### src/rtl/core/asrl_pkg.sv
package asrl_pkg;

   // field widths
   localparam int BYTE_W    = 8;
   localparam int RAW_W     = 12;
   localparam int LOG_W     = 13;
   localparam int AXIS_W    = 16;
   localparam int SUM_W     = 20;
   localparam int MAG_W     = 19;
   localparam int CNT_W     = 4;
   localparam int REMAP_W   = 3;
   localparam int ONE_G_W   = 13;
   localparam int MODE_W    = 3;
   localparam int CSR_IDX_W = 3;

   // operating modes carried with every sample
   typedef enum logic [MODE_W-1:0] {
      MODE_READ      = 3'd0,
      MODE_CAL_START = 3'd1,
      MODE_CAL_SAMPLE = 3'd2,
      MODE_CAL_ABORT = 3'd3,
      MODE_LOAD      = 3'd4
   } mode_type;

   // register indexes on the control port
   typedef enum logic [CSR_IDX_W-1:0] {
      CSR_REMAP_X = 3'd0,
      CSR_REMAP_Y = 3'd1,
      CSR_REMAP_Z = 3'd2,
      CSR_ONE_G   = 3'd3
   } csr_index_type;

   // remap codes: positive picks a physical axis, negative picks and inverts
   localparam logic [REMAP_W-1:0] REMAP_POS_X = 3'b001;
   localparam logic [REMAP_W-1:0] REMAP_POS_Y = 3'b010;
   localparam logic [REMAP_W-1:0] REMAP_POS_Z = 3'b011;
   localparam logic [REMAP_W-1:0] REMAP_NEG_X = 3'b111;
   localparam logic [REMAP_W-1:0] REMAP_NEG_Y = 3'b110;
   localparam logic [REMAP_W-1:0] REMAP_NEG_Z = 3'b101;

   localparam logic [ONE_G_W-1:0] ONE_G_RESET = 13'd1024;

   typedef struct packed {
      logic [MODE_W-1:0]  mode;
      logic [BYTE_W-1:0]  x_low_byte;
      logic [BYTE_W-1:0]  x_high_byte;
      logic [BYTE_W-1:0]  y_low_byte;
      logic [BYTE_W-1:0]  y_high_byte;
      logic [BYTE_W-1:0]  z_low_byte;
      logic [BYTE_W-1:0]  z_high_byte;
      logic signed [AXIS_W-1:0] load_offset_x;
      logic signed [AXIS_W-1:0] load_offset_y;
      logic signed [AXIS_W-1:0] load_offset_z;
   } req_word_type;

   typedef struct packed {
      logic signed [AXIS_W-1:0] accel_x;
      logic signed [AXIS_W-1:0] accel_y;
      logic signed [AXIS_W-1:0] accel_z;
      logic                     is_calibrated;
      logic                     calibration_done;
   } rsp_word_type;

   typedef struct packed {
      logic [CSR_IDX_W-1:0] index;
      logic [ONE_G_W-1:0]   wdata;
   } csr_word_type;

   // per-word control shared by the three axis lanes
   typedef struct packed {
      logic accept;
      logic clr_off;
      logic load_off;
      logic clr_sum;
      logic accum;
      logic complete;
      logic div_abs;
      logic div_mul;
      logic div_wr;
   } lane_ctrl_type;

   // pick one logical axis out of the three physical ones
   function automatic logic signed [LOG_W-1:0] remap_pick(
      input logic [REMAP_W-1:0]      code,
      input logic signed [RAW_W-1:0] px,
      input logic signed [RAW_W-1:0] py,
      input logic signed [RAW_W-1:0] pz
   );
      logic signed [LOG_W-1:0] ex;
      logic signed [LOG_W-1:0] ey;
      logic signed [LOG_W-1:0] ez;
      logic signed [LOG_W-1:0] res;
      ex = {px[RAW_W-1], px};
      ey = {py[RAW_W-1], py};
      ez = {pz[RAW_W-1], pz};
      case (code)
         REMAP_POS_X: res = ex;
         REMAP_POS_Y: res = ey;
         REMAP_POS_Z: res = ez;
         REMAP_NEG_X: res = -ex;
         REMAP_NEG_Y: res = -ey;
         REMAP_NEG_Z: res = -ez;
         default:     res = '0;
      endcase
      return res;
   endfunction

endpackage

### src/rtl/core/asrl_chan_if.sv
interface asrl_chan_if #(
   parameter type payload_type = logic
) ();
   logic        valid;
   logic        ready;
   payload_type data;

   modport source (output valid, output data, input ready);
   modport sink (input valid, input data, output ready);
endinterface

### src/rtl/core/asrl_lane.sv
module asrl_lane
   import asrl_pkg::*;
#(
   parameter int CAL_SAMPLE_COUNT = 8
) (
   input  logic                     clock,
   input  logic                     reset,
   input  lane_ctrl_type            ctrl,
   input  logic signed [LOG_W-1:0]  logical_val,
   input  logic signed [AXIS_W-1:0] load_val,
   input  logic [ONE_G_W-1:0]       level_bias,
   output logic signed [AXIS_W-1:0] axis_out
);

   // reciprocal of the sample count, exact floor for magnitudes below 2^MAG_W
   localparam int DIV_K = MAG_W + CNT_W;
   localparam int RECIP_W = DIV_K + 1;
   localparam int PROD_W = MAG_W + RECIP_W;
   localparam logic [RECIP_W-1:0] RECIP =
      RECIP_W'(((1 << DIV_K) + CAL_SAMPLE_COUNT - 1) / CAL_SAMPLE_COUNT);

   logic [AXIS_W-1:0]  offset_ff, offset_in;
   logic [SUM_W-1:0]   sum_ff, sum_in;
   logic [SUM_W-1:0]   div_sum_ff, div_sum_in;
   logic [MAG_W-1:0]   mag_ff, mag_in;
   logic               neg_ff, neg_in;
   logic [PROD_W-1:0]  prod_ff, prod_in;

   logic [AXIS_W-1:0]  offset_eff;
   logic [AXIS_W-1:0]  axis_val;
   logic [SUM_W-1:0]   sum_next;
   logic [SUM_W-1:0]   sum_abs;
   logic [MAG_W-1:0]   quot;
   logic [AXIS_W-1:0]  mean_val;

   // offset seen by the current word, after any clear or load it carries
   always_comb begin
      if (ctrl.clr_off) begin
         offset_eff = '0;
      end else if (ctrl.load_off) begin
         offset_eff = load_val;
      end else begin
         offset_eff = offset_ff;
      end
   end

   assign axis_val = {{(AXIS_W-LOG_W){logical_val[LOG_W-1]}}, logical_val} - offset_eff;
   assign axis_out = axis_val;
   assign sum_next = sum_ff + {{(SUM_W-AXIS_W){axis_val[AXIS_W-1]}}, axis_val};

   // accumulator
   always_comb begin
      sum_in     = sum_ff;
      div_sum_in = div_sum_ff;
      if (ctrl.accept) begin
         if (ctrl.clr_sum) begin
            sum_in = '0;
         end else if (ctrl.accum) begin
            if (ctrl.complete) begin
               sum_in     = '0;
               div_sum_in = sum_next;
            end else begin
               sum_in = sum_next;
            end
         end
      end
   end

   // mean: magnitude, reciprocal multiply, then sign and level bias
   assign sum_abs = div_sum_ff[SUM_W-1] ? (SUM_W'(0) - div_sum_ff) : div_sum_ff;
   assign mag_in  = ctrl.div_abs ? sum_abs[MAG_W-1:0] : mag_ff;
   assign neg_in  = ctrl.div_abs ? div_sum_ff[SUM_W-1] : neg_ff;
   assign prod_in = ctrl.div_mul ? (PROD_W'(mag_ff) * PROD_W'(RECIP)) : prod_ff;
   assign quot    = prod_ff[DIV_K +: MAG_W];
   assign mean_val = (neg_ff ? (AXIS_W'(0) - quot[AXIS_W-1:0]) : quot[AXIS_W-1:0])
                     + {{(AXIS_W-ONE_G_W){1'b0}}, level_bias};

   // offset store
   always_comb begin
      offset_in = offset_ff;
      if (ctrl.div_wr) begin
         offset_in = mean_val;
      end else if (ctrl.accept && (ctrl.clr_off || ctrl.load_off)) begin
         offset_in = offset_eff;
      end
   end

   always_ff @(posedge clock) begin
      if (reset) begin
         offset_ff <= '0;
         sum_ff    <= '0;
      end else begin
         offset_ff <= offset_in;
         sum_ff    <= sum_in;
      end
   end

   always_ff @(posedge clock) begin
      div_sum_ff <= div_sum_in;
      mag_ff     <= mag_in;
      neg_ff     <= neg_in;
      prod_ff    <= prod_in;
   end

endmodule

### src/rtl/core/asrl_merge.sv
module asrl_merge
   import asrl_pkg::*;
(
   input  logic                     clock,
   input  logic                     reset,
   input  logic                     push,
   input  logic signed [AXIS_W-1:0] lane_x,
   input  logic signed [AXIS_W-1:0] lane_y,
   input  logic signed [AXIS_W-1:0] lane_z,
   input  logic                     cal_flag,
   input  logic                     cal_done,
   output logic                     space_ok,
   asrl_chan_if.source              rsp_port
);

   rsp_word_type head_ff, head_in;
   rsp_word_type skid_ff, skid_in;
   logic [1:0]   cnt_ff, cnt_in;
   rsp_word_type word;
   logic         pop;

   // gather the three lanes and the flags into one word
   always_comb begin
      word.accel_x          = lane_x;
      word.accel_y          = lane_y;
      word.accel_z          = lane_z;
      word.is_calibrated    = cal_flag;
      word.calibration_done = cal_done;
   end

   assign pop            = rsp_port.valid && rsp_port.ready;
   assign rsp_port.valid = (cnt_ff != 2'd0);
   assign rsp_port.data  = head_ff;
   assign space_ok       = (cnt_ff != 2'd2);

   // two-word output buffer: head register plus skid
   always_comb begin
      head_in = head_ff;
      skid_in = skid_ff;
      cnt_in  = cnt_ff;
      case (cnt_ff)
         2'd0: begin
            if (push) begin
               head_in = word;
               cnt_in  = 2'd1;
            end
         end
         2'd1: begin
            if (push && pop) begin
               head_in = word;
            end else if (push) begin
               skid_in = word;
               cnt_in  = 2'd2;
            end else if (pop) begin
               cnt_in = 2'd0;
            end
         end
         2'd2: begin
            if (pop) begin
               head_in = skid_ff;
               cnt_in  = 2'd1;
            end
         end
         default: begin
            cnt_in = 2'd0;
         end
      endcase
   end

   always_ff @(posedge clock) begin
      if (reset) begin
         cnt_ff <= 2'd0;
      end else begin
         cnt_ff <= cnt_in;
      end
   end

   always_ff @(posedge clock) begin
      head_ff <= head_in;
      skid_ff <= skid_in;
   end

endmodule

### src/rtl/core/accel_sample_remap_level_cal_unit.sv
// accelerometer sample remap and level calibration
//
// req_port takes one raw sample word per handshake: mode, six sensor bytes
// (12-bit left-aligned axes, low byte first) and three offsets for loading.
// rsp_port gives one word per sample: remapped axes minus offsets, the
// calibrated flag and a pulse on the sample that finished a calibration.
// csr_port writes the remap codes and the counts per g (indexes 0 to 3).
// Each result is registered in the output buffer before rsp_port shows it.
// A word is taken every cycle, except that the calibration sample which
// completes the average blocks req_port and csr_port while the three
// lanes form the mean through a registered abs, a reciprocal multiply
// and the offset write.
// A two-word output buffer lets a new word in while a result waits; when
// the receiver stalls, req_port.ready drops once both entries are full.
// Reset (synchronous) restores the register defaults and clears offsets,
// sums, sample count and the calibrated flag.
module accel_sample_remap_level_cal_unit
   import asrl_pkg::*;
#(
   parameter int CAL_SAMPLE_COUNT = 8
) (
   input  logic        clock,
   input  logic        reset,
   asrl_chan_if.sink   req_port,
   asrl_chan_if.source rsp_port,
   asrl_chan_if.sink   csr_port
);

   localparam logic [CNT_W-1:0] CAL_CNT = CNT_W'(CAL_SAMPLE_COUNT);

   logic [REMAP_W-1:0] remap_x_ff, remap_x_in;
   logic [REMAP_W-1:0] remap_y_ff, remap_y_in;
   logic [REMAP_W-1:0] remap_z_ff, remap_z_in;
   logic [ONE_G_W-1:0] one_g_ff, one_g_in;
   logic [CNT_W-1:0]   cnt_ff, cnt_in;
   logic               cal_ff, cal_in;
   logic [2:0]         div_stage_ff, div_stage_in;

   req_word_type  req_word;
   csr_word_type  csr_word;
   lane_ctrl_type ctrl;
   logic          busy;
   logic          space_ok;
   logic          req_accept;
   logic          csr_accept;
   logic          is_start, is_sample, is_abort, is_load;
   logic [CNT_W-1:0] cnt_inc;
   logic          complete;
   logic          cal_next;

   logic signed [RAW_W-1:0]  phys_x, phys_y, phys_z;
   logic signed [LOG_W-1:0]  log_x, log_y, log_z;
   logic signed [AXIS_W-1:0] lane_x, lane_y, lane_z;

   // handshakes
   assign busy           = |div_stage_ff;
   assign req_word       = req_port.data;
   assign csr_word       = csr_port.data;
   assign req_port.ready = space_ok && !busy;
   assign csr_port.ready = !busy;
   assign req_accept     = req_port.valid && req_port.ready;
   assign csr_accept     = csr_port.valid && csr_port.ready;

   // control registers
   always_comb begin
      remap_x_in = remap_x_ff;
      remap_y_in = remap_y_ff;
      remap_z_in = remap_z_ff;
      one_g_in   = one_g_ff;
      if (csr_accept) begin
         case (csr_word.index)
            CSR_REMAP_X: remap_x_in = csr_word.wdata[REMAP_W-1:0];
            CSR_REMAP_Y: remap_y_in = csr_word.wdata[REMAP_W-1:0];
            CSR_REMAP_Z: remap_z_in = csr_word.wdata[REMAP_W-1:0];
            CSR_ONE_G:   one_g_in   = csr_word.wdata;
            default: begin
               one_g_in = one_g_ff;
            end
         endcase
      end
   end

   // unpack the raw bytes and remap onto logical axes
   assign phys_x = {req_word.x_high_byte, req_word.x_low_byte[BYTE_W-1:4]};
   assign phys_y = {req_word.y_high_byte, req_word.y_low_byte[BYTE_W-1:4]};
   assign phys_z = {req_word.z_high_byte, req_word.z_low_byte[BYTE_W-1:4]};
   assign log_x  = remap_pick(remap_x_ff, phys_x, phys_y, phys_z);
   assign log_y  = remap_pick(remap_y_ff, phys_x, phys_y, phys_z);
   assign log_z  = remap_pick(remap_z_ff, phys_x, phys_y, phys_z);

   // mode decode, unused codes act as a plain read
   always_comb begin
      is_start  = 1'b0;
      is_sample = 1'b0;
      is_abort  = 1'b0;
      is_load   = 1'b0;
      case (req_word.mode)
         MODE_CAL_START:  is_start  = 1'b1;
         MODE_CAL_SAMPLE: is_sample = 1'b1;
         MODE_CAL_ABORT:  is_abort  = 1'b1;
         MODE_LOAD:       is_load   = 1'b1;
         default: begin
            is_start = 1'b0;
         end
      endcase
   end

   // sample count and calibrated flag
   assign cnt_inc  = cnt_ff + CNT_W'(1);
   assign complete = is_sample && (cnt_inc >= CAL_CNT);
   assign cal_next = is_abort ? 1'b0 : ((is_load || complete) ? 1'b1 : cal_ff);

   always_comb begin
      cnt_in = cnt_ff;
      cal_in = cal_ff;
      if (req_accept) begin
         cal_in = cal_next;
         if (is_start || is_abort || complete) begin
            cnt_in = '0;
         end else if (is_sample) begin
            cnt_in = cnt_inc;
         end
      end
   end

   // mean pipeline runs while the input is held off
   assign div_stage_in = {div_stage_ff[1:0], req_accept && complete};

   always_comb begin
      ctrl.accept   = req_accept;
      ctrl.clr_off  = is_start;
      ctrl.load_off = is_load;
      ctrl.clr_sum  = is_start || is_abort;
      ctrl.accum    = is_sample;
      ctrl.complete = complete;
      ctrl.div_abs  = div_stage_ff[0];
      ctrl.div_mul  = div_stage_ff[1];
      ctrl.div_wr   = div_stage_ff[2];
   end

   always_ff @(posedge clock) begin
      if (reset) begin
         remap_x_ff   <= REMAP_POS_X;
         remap_y_ff   <= REMAP_POS_Y;
         remap_z_ff   <= REMAP_POS_Z;
         one_g_ff     <= ONE_G_RESET;
         cnt_ff       <= '0;
         cal_ff       <= 1'b0;
         div_stage_ff <= '0;
      end else begin
         remap_x_ff   <= remap_x_in;
         remap_y_ff   <= remap_y_in;
         remap_z_ff   <= remap_z_in;
         one_g_ff     <= one_g_in;
         cnt_ff       <= cnt_in;
         cal_ff       <= cal_in;
         div_stage_ff <= div_stage_in;
      end
   end

   // one lane per logical axis, the level bias only on x
   asrl_lane #(.CAL_SAMPLE_COUNT(CAL_SAMPLE_COUNT)) u_lane_x (
      .clock       (clock),
      .reset       (reset),
      .ctrl        (ctrl),
      .logical_val (log_x),
      .load_val    (req_word.load_offset_x),
      .level_bias  (one_g_ff),
      .axis_out    (lane_x)
   );

   asrl_lane #(.CAL_SAMPLE_COUNT(CAL_SAMPLE_COUNT)) u_lane_y (
      .clock       (clock),
      .reset       (reset),
      .ctrl        (ctrl),
      .logical_val (log_y),
      .load_val    (req_word.load_offset_y),
      .level_bias  ('0),
      .axis_out    (lane_y)
   );

   asrl_lane #(.CAL_SAMPLE_COUNT(CAL_SAMPLE_COUNT)) u_lane_z (
      .clock       (clock),
      .reset       (reset),
      .ctrl        (ctrl),
      .logical_val (log_z),
      .load_val    (req_word.load_offset_z),
      .level_bias  ('0),
      .axis_out    (lane_z)
   );

   asrl_merge u_merge (
      .clock    (clock),
      .reset    (reset),
      .push     (req_accept),
      .lane_x   (lane_x),
      .lane_y   (lane_y),
      .lane_z   (lane_z),
      .cal_flag (cal_next),
      .cal_done (complete),
      .space_ok (space_ok),
      .rsp_port (rsp_port)
   );

   // checks
   a_stage_onehot: assert property (@(posedge clock) disable iff (reset)
      $onehot0(div_stage_ff))
      else $error("mean pipeline holds more than one calibration");

   a_no_accept_busy: assert property (@(posedge clock) disable iff (reset)
      busy |-> !req_accept)
      else $error("word accepted while offsets are being written");

   a_complete_starts: assert property (@(posedge clock) disable iff (reset)
      (req_accept && complete) |=> div_stage_ff[0])
      else $error("completed calibration did not start the mean pipeline");

   a_count_bound: assert property (@(posedge clock) disable iff (reset)
      cnt_ff < CAL_CNT)
      else $error("sample count reached the calibration length");

   a_flag_after_done: assert property (@(posedge clock) disable iff (reset)
      (req_accept && complete) |=> cal_ff)
      else $error("calibrated flag not set after completion");

endmodule

### src/flat_wrapper.sv
// flat-port wrapper written by rule: the top's interface ports become plain ports
module accel_sample_remap_level_cal_unit_flat import asrl_pkg::*;
#(
   parameter int CAL_SAMPLE_COUNT = 8
)
  (clock, reset, req_port_valid, req_port_data, req_port_ready, rsp_port_valid, rsp_port_data, rsp_port_ready, csr_port_valid, csr_port_data, csr_port_ready);
  asrl_chan_if #(.payload_type(req_word_type)) req_port_i ();
  asrl_chan_if #(.payload_type(rsp_word_type)) rsp_port_i ();
  asrl_chan_if #(.payload_type(csr_word_type)) csr_port_i ();
  input  logic clock;
  input  logic reset;
  input wire logic [$bits(req_port_i.valid)-1:0] req_port_valid;
  input wire logic [$bits(req_port_i.data)-1:0] req_port_data;
  output wire logic [$bits(req_port_i.ready)-1:0] req_port_ready;
  output wire logic [$bits(rsp_port_i.valid)-1:0] rsp_port_valid;
  output wire logic [$bits(rsp_port_i.data)-1:0] rsp_port_data;
  input wire logic [$bits(rsp_port_i.ready)-1:0] rsp_port_ready;
  input wire logic [$bits(csr_port_i.valid)-1:0] csr_port_valid;
  input wire logic [$bits(csr_port_i.data)-1:0] csr_port_data;
  output wire logic [$bits(csr_port_i.ready)-1:0] csr_port_ready;
  assign req_port_i.valid = req_port_valid;
  assign req_port_i.data = req_port_data;
  assign req_port_ready = req_port_i.ready;
  assign rsp_port_valid = rsp_port_i.valid;
  assign rsp_port_data = rsp_port_i.data;
  assign rsp_port_i.ready = rsp_port_ready;
  assign csr_port_i.valid = csr_port_valid;
  assign csr_port_i.data = csr_port_data;
  assign csr_port_ready = csr_port_i.ready;
  accel_sample_remap_level_cal_unit #(.CAL_SAMPLE_COUNT(CAL_SAMPLE_COUNT)) u_core (.clock(clock), .reset(reset), .req_port(req_port_i), .rsp_port(rsp_port_i), .csr_port(csr_port_i));
endmodule
### config.mk
export PLATFORM = sky130hd
export DESIGN_NAME = accel_sample_remap_level_cal_unit_flat
export DESIGN_NICKNAME = d
export VERILOG_FILES = /design/src/rtl/core/asrl_pkg.sv /design/src/rtl/core/asrl_chan_if.sv /design/src/rtl/core/asrl_lane.sv /design/src/rtl/core/asrl_merge.sv /design/src/rtl/core/accel_sample_remap_level_cal_unit.sv /design/src/flat_wrapper.sv
export SDC_FILE = /design/constraint.sdc
export NUM_CORES = 1
export LEC_CHECK = 0
export CAP_MARGIN = 5
export CORE_MARGIN = 5
export CORE_UTILIZATION = 55
export CTS_CLUSTER_SIZE = 20
export DETAILED_ROUTE_END_ITERATION = 10
export DONT_BUFFER_PORTS = 1
export PLACE_DENSITY_LB_ADDON = 0.1
export SLEW_MARGIN = 15
export SYNTH_ARGS = -nofsm -noshare
export SYNTH_HDL_FRONTEND = slang
export SYNTH_SLANG_ARGS = --single-unit
### constraint.sdc
create_clock -name clock -period 6.68 [get_ports clock]
set_clock_uncertainty 0.2 [all_clocks]
set_input_delay 1.002 -clock clock [delete_from_list [all_inputs] [get_ports clock]]
set_output_delay 1.002 -clock clock [all_outputs]
set_load 0.01 [all_outputs]
### Yosys cells after proc, flatten, opt, wreduce, memory -nomap -nowiden

Cells that the tools add are included.
Widths: inputs -> output; s select.

| word-level totals | value |
|---|---|
| output and inout port bits | 53 |
| register bits after elaboration | 417 |
| input port bits | 120 |

| operators by class | value |
|---|---|
| reductions and logical operators | 31 |
| equality and inequality tests | 33 |
| add/sub/neg operators | 17 |
| order comparisons | 1 |
| bitwise operators | 2 |
| multiplexer cells | 48 |

Operators with widths:

| operator | count |
|---|---|
| $mux 16 | 15 |
| $pmux 13 s6 | 3 |
| $mux 20 | 9 |
| $mux 50 | 3 |
| $pmux 50 s3 | 1 |
| $add 20x20->20 | 3 |
| $mux 19 | 3 |
| $sub 1x19->19 const A | 3 |
| $sub 1x16->16 const A | 3 |
| $sub 16x16->16 | 3 |
| $neg 12->13 | 3 |
| $eq 3x2->1 const B | 10 |
| $eq 3x3->1 const B | 10 |
| $add 16x13->16 | 1 |
| $eq 3x1->1 const B | 5 |
| $reduce_and 2->1 | 6 |
| $reduce_and 4->1 | 3 |
| $mux 2 | 5 |
| $logic_and 1x1->1 | 8 |
| $mux 4 | 2 |
| $ne 2x2->1 const B | 4 |
| $reduce_bool 2->1 | 4 |
| $mux 1 | 6 |
| $pmux 2 s3 | 1 |
| other kinds (14) | 18 |

### Longest topological paths before layout

| logic depth | value |
|---|---|
| depth in word-level cells | 9 |
| gate-level depth with buffers | 28 |
| gate-level depth less buffers | 27 |

### Modules after synthesis

From an unflattened synthesis, not the netlist that was laid out.

| unflattened totals | value |
|---|---|
| cells, all modules | 2,660 |
| area total of the unflattened synthesis | 26,339.0 µm² |

Modules (own cells, without submodules):

| module | instances | cells an instance | area each (µm²) |
|---|---|---|---|
| asrl_lane at u_core.u_lane_x ... | 2 | 678 | 6,323.6 |
| asrl_lane at u_core.u_lane_z | 1 | 640 | 6,153.4 |
| asrl_merge | 1 | 171 | 3,972.6 |
| accel_sample_remap_level_cal_unit | 1 | 493 | 3,565.9 |

### Worst setup path before layout

No wires, ideal clock.

| path | value |
|---|---|
| path kind | in2reg |
| start | input req_port_data[98] |
| end | register u_core.u_lane_z.sum_ff[19] |
| slack | 0.124 ns |
| stages | 26 |
| library setup time | 0.058 ns |
| required time | 6.422 ns |
| arrival | 6.298 ns |
| cell sequence | clkbuf_1 nor2b_1 and2_1 clkbuf_1 clkbuf_1 buf_1 mux2_2 nand2_1 fa_1 a21o_1 a21o_1 a21oi_1 o21ai_0 a211oi_1 o31ai_1 a21oi_1 xnor2_1 ha_1 or3_1 o21ai_0 a31oi_1 a21oi_1 o21a_1 nand3_1 a2111oi_0 a21o_1 |

| on the way | value |
|---|---|
| word-level cells in the longest chain between the ends | 9 |

Ends and longest elaborated chain:

| item | RTL line | text |
|---|---|---|
| start: declaration | flat_wrapper.sv:13 | `input wire logic [$bits(req_port_i.data)-1:0] req_port_data;` |
| $eq 3x3->1 | accel_sample_remap_level_cal_unit.sv:97 | `case (req_word.mode)` |
| $mux 1 | accel_sample_remap_level_cal_unit.sv:97 |  |
| $mux 16 | asrl_lane.sv:40 | `end else if (ctrl.load_off) begin` |
| $mux 16 (*) | asrl_lane.sv:38 | `if (ctrl.clr_off) begin` |
| $sub 16x16->16 (*) | asrl_lane.sv:47 | `assign axis_val = {{(AXIS_W-LOG_W){logical_val[LOG_W-1]}}, logical_val} - offset_eff;` |
| via u_core.lane_z[14] | accel_sample_remap_level_cal_unit.sv:53 | `logic signed [AXIS_W-1:0] lane_x, lane_y, lane_z;` |
| $add 20x20->20 (*) | asrl_lane.sv:49 | `assign sum_next = sum_ff + {{(SUM_W-AXIS_W){axis_val[AXIS_W-1]}}, axis_val};` |
| $mux 20 (*) | asrl_lane.sv:59 | `if (ctrl.complete) begin` |
| $mux 20 (*) | asrl_lane.sv:58 | `end else if (ctrl.accum) begin` |
| $mux 20 (*) | asrl_lane.sv:56 | `if (ctrl.clr_sum) begin` |
| end signal: assignment | asrl_lane.sv:94 | `sum_ff <= sum_in;` |
| end: declaration | asrl_lane.sv:23 | `logic [SUM_W-1:0] sum_ff, sum_in;` |

The timed path passes the listed nets; every way through them passes the cells marked *. The select of a mux whose other input is x is not followed.
A chain may end at the register's enable or synchronous reset.

### Worst setup path in the final report

| path | value |
|---|---|
| start | input req_port_data[60] |
| end | register u_core.u_lane_z.sum_ff[19] |

| on the way | value |
|---|---|
| word-level cells in the longest chain between the ends | 7 |

Ends and longest elaborated chain:

| item | RTL line | text |
|---|---|---|
| $neg 12->13 | asrl_pkg.sv:102 | `REMAP_NEG_Z: res = -ez;` |
| $pmux 13 s6 (*) | asrl_pkg.sv:96 | `case (code)` |
| $sub 16x16->16 (*) | asrl_lane.sv:47 |  |
| via u_core.lane_z[13] | accel_sample_remap_level_cal_unit.sv:53 |  |
| $add 20x20->20 (*) | asrl_lane.sv:49 |  |
| $mux 20 (*) | asrl_lane.sv:59 |  |
| $mux 20 (*) | asrl_lane.sv:58 |  |
| $mux 20 (*) | asrl_lane.sv:56 |  |

Marks and branches as above.

==> impl_metrics.prom <==
# TYPE chip_impl_metric gauge
chip_impl_info{name="status",value="complete, no violations"} 1
chip_impl_metric{name="dpl_hpwl",unit="mm"} 51.5
chip_impl_metric{name="synth.cell_area",unit="mm^2"} 0.0239
chip_impl_metric{name="area_growth_from_synthesis_to_layout",unit="%"} 11.0
chip_impl_metric{name="crit_path_max_fanout",unit=""} 6
chip_impl_metric{name="detailedRoute.firstIterationViolations",unit=""} 1561
chip_impl_metric{name="timing.critical_path.buf_inv",unit=""} 1
chip_impl_metric{name="avgViaCountPerCell",unit=""} 6.12
chip_impl_metric{name="syn-num-nets",unit=""} 2735
chip_impl_info{name="start_kind",value="primary input"} 1
chip_impl_metric{name="final_hold_viol_count",unit=""} 0
chip_impl_metric{name="finish.cell_count_without_fillers",unit=""} 3142
chip_impl_metric{name="timing.critical_path.required",unit="ns"} 6.99
chip_impl_metric{name="coreArea",unit="mm^2"} 0.0430
chip_impl_metric{name="layout.core_utilization",unit="%"} 61.7
chip_impl_metric{name="detail_route.first_pass.iterations",unit=""} 7
chip_impl_metric{name="post_drt_wl_per_cell",unit="um"} 22.1
chip_impl_metric{name="final_antenna_net_count",unit=""} 0
chip_impl_metric{name="synth.distinct_cells",unit=""} 70
chip_impl_metric{name="remaining_drc_errors",unit=""} 0
chip_impl_metric{name="total_vias_in_the_final_route",unit=""} 19200
chip_impl_metric{name="dieHeight",unit="um"} 218
chip_impl_metric{name="fmax",unit="MHz"} 159
chip_impl_metric{name="grt_pass1_vias",unit=""} 18400
chip_impl_info{name="hold_path.class",value="register to register"} 1
chip_impl_info{name="synth-main-ff-cell",value="sky130_fd_sc_hd__edfxtp_1"} 1
chip_impl_info{name="crit_path_frequent_cell",value="sky130_fd_sc_hd__a21oi_1"} 1
chip_impl_metric{name="finalSetupViolCount",unit=""} 0
chip_impl_metric{name="cts_max_level",unit=""} 2
chip_impl_metric{name="max_stage_delay",unit="ns"} 0.60
chip_impl_metric{name="share_of_layout_cells_above_drive_strength_1",unit="%"} 11.5
chip_impl_metric{name="synthesis.area_per_instance",unit="um^2"} 9.61
chip_impl_info{name="timing.critical_path.to_type",value="register"} 1
chip_impl_metric{name="clk-insertion-delay-late",unit="ns"} 0.57
chip_impl_metric{name="synth_sequential_area_ratio",unit="%"} 44.3
chip_impl_metric{name="cts.path.max_buffers",unit=""} 3
chip_impl_metric{name="grt_remaining_overflow",unit=""} 0
chip_impl_metric{name="design.die.area",unit="mm^2"} 0.0477
chip_impl_metric{name="layout_setup_ws",unit="ns"} 0.379
chip_impl_metric{name="worstMarginPinSlew",unit="ns"} 1.21
chip_impl_metric{name="clk_transition_reported_paths",unit="ns"} 0.06
chip_impl_metric{name="power_density",unit="mW/mm^2"} 263
chip_impl_metric{name="worst_slew_margin",unit="%"} 19.3
chip_impl_metric{name="tritoncts_num_sinks",unit=""} 399
chip_impl_metric{name="rows",unit=""} 76
chip_impl_metric{name="weighted_congestion_at_the_end_of_routability_driven_global_placement",unit=""} 0.965
chip_impl_metric{name="die-width",unit="um"} 218
chip_impl_metric{name="placed_cells_incl_taps",unit=""} 3056
chip_impl_metric{name="io_buffers",unit=""} 0
chip_impl_info{name="path_class",value="primary input to register"} 1
chip_impl_metric{name="cts_made_buffers",unit=""} 43
chip_impl_metric{name="vdd_drop_max",unit="mV"} 0.234
chip_impl_metric{name="edff_count_synth",unit=""} 259
chip_impl_info{name="cpMaxStageDelayCell",value="sky130_fd_sc_hd__or4b_1"} 1
chip_impl_metric{name="syn-instance-count",unit=""} 2485
chip_impl_metric{name="antenna_found_initial",unit=""} 10
chip_impl_metric{name="report.final.slew_viol_count",unit=""} 0
chip_impl_metric{name="initial_core_util",unit="%"} 55.5
chip_impl_metric{name="drt_wl_total",unit="mm"} 69.3
chip_impl_info{name="clk_root_buffer_cell",value="sky130_fd_sc_hd__clkbuf_16"} 1
chip_impl_metric{name="yosys_register_bits",unit=""} 399
chip_impl_metric{name="rrSetupSlack",unit="ns"} 0.59
chip_impl_metric{name="grt_first_pass_wirelength",unit="mm"} 106
chip_impl_metric{name="async_reset_ff_share",unit="%"} 0
chip_impl_metric{name="cap_viol_max_count",unit=""} 0
chip_impl_metric{name="leakagePower",unit="uW"} 0.0100
chip_impl_metric{name="finalWorstPathRequiredPeriod",unit="ns"} 6.30
chip_impl_metric{name="finish.net_count",unit=""} 2766
chip_impl_metric{name="design.portCount",unit=""} 173
chip_impl_metric{name="post-place-ws",unit="ns"} -0.183
chip_impl_metric{name="post_cts.repair.setup_buffers",unit=""} 0
chip_impl_metric{name="worstPathArrival",unit="ns"} 6.61
chip_impl_info{name="worst_path_dominant_cell_family",value="compound AO/OA/AOI/OAI gates"} 1
chip_impl_metric{name="number_of_inserted_filler_cells_in_the_final_layout",unit=""} 3617
chip_impl_metric{name="ys_warn_count",unit=""} 0
chip_impl_metric{name="period_share",unit="%"} 94.3
chip_impl_metric{name="grt_max_degree",unit=""} 124
chip_impl_info{name="unrepaired_setup_endpoints_after_global_routing",value="no"} 1
chip_impl_metric{name="grtUsageTotal",unit="%"} 28.5
chip_impl_info{name="tritoncts",value="built"} 1
report_power, final:
group / internal, uW / total [uW] / switching (uW)
clock: 1430 / 2410 / 987
combinational: 664 / 1640 / 972
sequential: 2830 / 2910 / 85.6
repair_timing:
item | CTS | global route
endpoints found under the setup margin | 0 | 2
resized for setup | 0 | 1
hold buffers | 0 | 0
endpoints found under the hold margin | 0 | 0
area by class of cell:
class                           count  area, um^2  share of cell area (%)
Antenna cell                        7        17.5                  0.0661
Clock buffer                       57        1200                    4.53
Clock inverter                     22         241                   0.911
Inverter                           62         233                   0.878
Multi-Input combinational cell   1899       12700                    47.8
Sequential cell                   399       10600                    39.9
Tap cell                          585         732                    2.76
Timing Repair Buffer              111         833                    3.14
stage by stage:
step           area (um^2)  hold WS [ns]  power [uW]  TNS, ns
2_1_floorplan        23900         0.200        4070        0
3_3_place_gp         25000         0.200        4520   -0.160
3_5_place_dp         25000         0.205        4560   -0.314
4_1_cts              26500         0.216        6990        0
5_1_grt              26500         0.221        7290        0
6_report             26500         0.214        6960        0
worst reg2reg max path: stages, from the launching register on:
cell and delay [ns]:
sky130_fd_sc_hd__dfxtp_1 0.70, sky130_fd_sc_hd__buf_4 0.33, sky130_fd_sc_hd__nor2b_1 0.15, sky130_fd_sc_hd__buf_4 0.27, sky130_fd_sc_hd__a22oi_1 0.13, sky130_fd_sc_hd__buf_4 0.18
sky130_fd_sc_hd__ha_1 0.22, sky130_fd_sc_hd__inv_1 0.07, sky130_fd_sc_hd__fa_1 0.20, sky130_fd_sc_hd__a21o_1 0.13, sky130_fd_sc_hd__a21o_1 0.16, sky130_fd_sc_hd__a21oi_1 0.09
sky130_fd_sc_hd__o21ai_0 0.40, sky130_fd_sc_hd__a211oi_1 0.19, sky130_fd_sc_hd__o31ai_1 0.26, sky130_fd_sc_hd__a21oi_1 0.12, sky130_fd_sc_hd__xnor2_1 0.33, sky130_fd_sc_hd__ha_1 0.34
sky130_fd_sc_hd__or3_1 0.37, sky130_fd_sc_hd__o21ai_0 0.11, sky130_fd_sc_hd__a31oi_1 0.08, sky130_fd_sc_hd__a21oi_1 0.22, sky130_fd_sc_hd__o21a_1 0.16, sky130_fd_sc_hd__nand3_1 0.11
sky130_fd_sc_hd__a2111oi_0 0.39, sky130_fd_sc_hd__a21o_1 0.13
logic make-up after synthesis:
group           count (synthesis)  share of synthesized area (%)
compound gates                598                           16.5
xor+xnor                      222                           8.15
fa+ha+maj                     130                           7.03
buf+inv                       187                           2.94
flops                         399                           44.3
mux                           111                           5.12
simple gates                  838                           16.0
metal layers:
metal  track usage (%)  wire length [um]  vias up
met4              8.92              2090        8
met3              5.87              5230      126
li1                  -                 -     9144
met1              38.6             29900     9313
met5                 0                31        -
met2              46.3             32100      633
final timing paths:
path,start,depth (start not counted),to
worst min register to register,u_core.u_lane_x.mag_ff[8]$_DFFE_PP_,0,u_core.u_lane_x.prod_ff[28]$_DFFE_PP_
worst min-delay path,u_core.u_lane_x.mag_ff[8]$_DFFE_PP_,0,u_core.u_lane_x.prod_ff[28]$_DFFE_PP_
worst max register to register,u_core.remap_z_ff[1]$_SDFFE_PP1P_,25,u_core.u_lane_z.sum_ff[19]$_SDFFE_PP0P_
worst max-delay path,req_port_data[60],25,u_core.u_lane_z.sum_ff[19]$_SDFFE_PP0P_
cells in the mapped netlist, types with 22 or more instances:
cell type | instances | area share [%]
sky130_fd_sc_hd__nand2_1 | 306 | 4.8
sky130_fd_sc_hd__edfxtp_1 | 259 | 33
sky130_fd_sc_hd__o21ai_0 | 111 | 2.3
sky130_fd_sc_hd__nand3_1 | 77 | 1.6
sky130_fd_sc_hd__ha_1 | 123 | 6.4
sky130_fd_sc_hd__a221oi_1 | 32 | 1.2
sky130_fd_sc_hd__nor2b_1 | 27 | 0.71
sky130_fd_sc_hd__o21a_1 | 24 | 0.75
sky130_fd_sc_hd__o31ai_1 | 22 | 0.69
sky130_fd_sc_hd__nor2_1 | 243 | 3.8
sky130_fd_sc_hd__a22oi_1 | 59 | 1.9
sky130_fd_sc_hd__or3_1 | 27 | 0.71
sky130_fd_sc_hd__a21o_1 | 37 | 1.2
sky130_fd_sc_hd__nor3_1 | 45 | 0.94
sky130_fd_sc_hd__xor2_1 | 64 | 2.3
sky130_fd_sc_hd__a21oi_1 | 168 | 3.5
sky130_fd_sc_hd__dfxtp_1 | 140 | 12
sky130_fd_sc_hd__xnor2_1 | 158 | 5.8
sky130_fd_sc_hd__clkbuf_1 | 114 | 1.8
sky130_fd_sc_hd__mux2_2 | 79 | 3.7
sky130_fd_sc_hd__mux2i_1 | 31 | 1.3
sky130_fd_sc_hd__inv_1 | 60 | 0.94
cells in the final DEF (no fill, tap or decap), types with 8 or more instances in the layout:
| cell type | Yosys | layout |
|---|---|---|
| sky130_fd_sc_hd__buf_4 | 0 | 111 |
| sky130_fd_sc_hd__a21oi_1 | 168 | 168 |
| sky130_fd_sc_hd__o31ai_1 | 22 | 22 |
| sky130_fd_sc_hd__nor2b_1 | 27 | 26 |
| sky130_fd_sc_hd__nand2_1 | 306 | 306 |
| sky130_fd_sc_hd__clkbuf_16 | 0 | 44 |
| sky130_fd_sc_hd__nand2b_1 | 20 | 19 |
| sky130_fd_sc_hd__nor2_1 | 243 | 241 |
| sky130_fd_sc_hd__o21a_1 | 24 | 24 |
| sky130_fd_sc_hd__dfxtp_1 | 140 | 137 |
| sky130_fd_sc_hd__edfxtp_1 | 259 | 259 |
| sky130_fd_sc_hd__o211ai_1 | 10 | 10 |
| sky130_fd_sc_hd__or2_2 | 8 | 8 |
| sky130_fd_sc_hd__a311oi_1 | 20 | 20 |
| sky130_fd_sc_hd__clkbuf_1 | 114 | 8 |
| sky130_fd_sc_hd__or4_1 | 9 | 9 |
| sky130_fd_sc_hd__nor3_1 | 45 | 42 |
| sky130_fd_sc_hd__mux2i_1 | 31 | 31 |
| sky130_fd_sc_hd__o21ai_0 | 111 | 110 |
| sky130_fd_sc_hd__clkinv_1 | 2 | 8 |
| sky130_fd_sc_hd__nor3b_1 | 9 | 9 |
| sky130_fd_sc_hd__a211o_1 | 9 | 9 |
| sky130_fd_sc_hd__nand4_1 | 16 | 16 |
| sky130_fd_sc_hd__and3_1 | 12 | 12 |
| sky130_fd_sc_hd__a22o_1 | 18 | 18 |
| sky130_fd_sc_hd__a31oi_1 | 17 | 17 |
| sky130_fd_sc_hd__or3_1 | 27 | 27 |
| sky130_fd_sc_hd__o41ai_1 | 8 | 8 |
| sky130_fd_sc_hd__xnor2_1 | 158 | 158 |
| sky130_fd_sc_hd__xor2_1 | 64 | 64 |
| sky130_fd_sc_hd__a21o_1 | 37 | 37 |
| sky130_fd_sc_hd__inv_1 | 60 | 60 |
| sky130_fd_sc_hd__nand3_1 | 77 | 77 |
| sky130_fd_sc_hd__mux2_2 | 79 | 79 |
| sky130_fd_sc_hd__ha_1 | 123 | 123 |
| sky130_fd_sc_hd__a221oi_1 | 32 | 32 |
| sky130_fd_sc_hd__a22oi_1 | 59 | 59 |
| sky130_fd_sc_hd__a211oi_1 | 11 | 11 |
registers in the layout, summed over array words and instances (netlist names), 4 cells and up:
signal and cells:
u_core.cnt_ff 4, u_core.one_g_ff 13, u_core.u_lane_x.div_sum_ff 20, u_core.u_lane_x.mag_ff 16
u_core.u_lane_x.offset_ff 16, u_core.u_lane_x.prod_ff 16, u_core.u_lane_x.sum_ff 20, u_core.u_lane_y.div_sum_ff 20
u_core.u_lane_y.mag_ff 16, u_core.u_lane_y.offset_ff 16, u_core.u_lane_y.prod_ff 16, u_core.u_lane_y.sum_ff 20
u_core.u_lane_z.div_sum_ff 20, u_core.u_lane_z.mag_ff 16, u_core.u_lane_z.offset_ff 16, u_core.u_lane_z.prod_ff 16
u_core.u_lane_z.sum_ff 20, u_core.u_merge.rsp_port.data 50, u_core.u_merge.skid_ff 50
No activity file was read; power rests on OpenSTA's default activity.
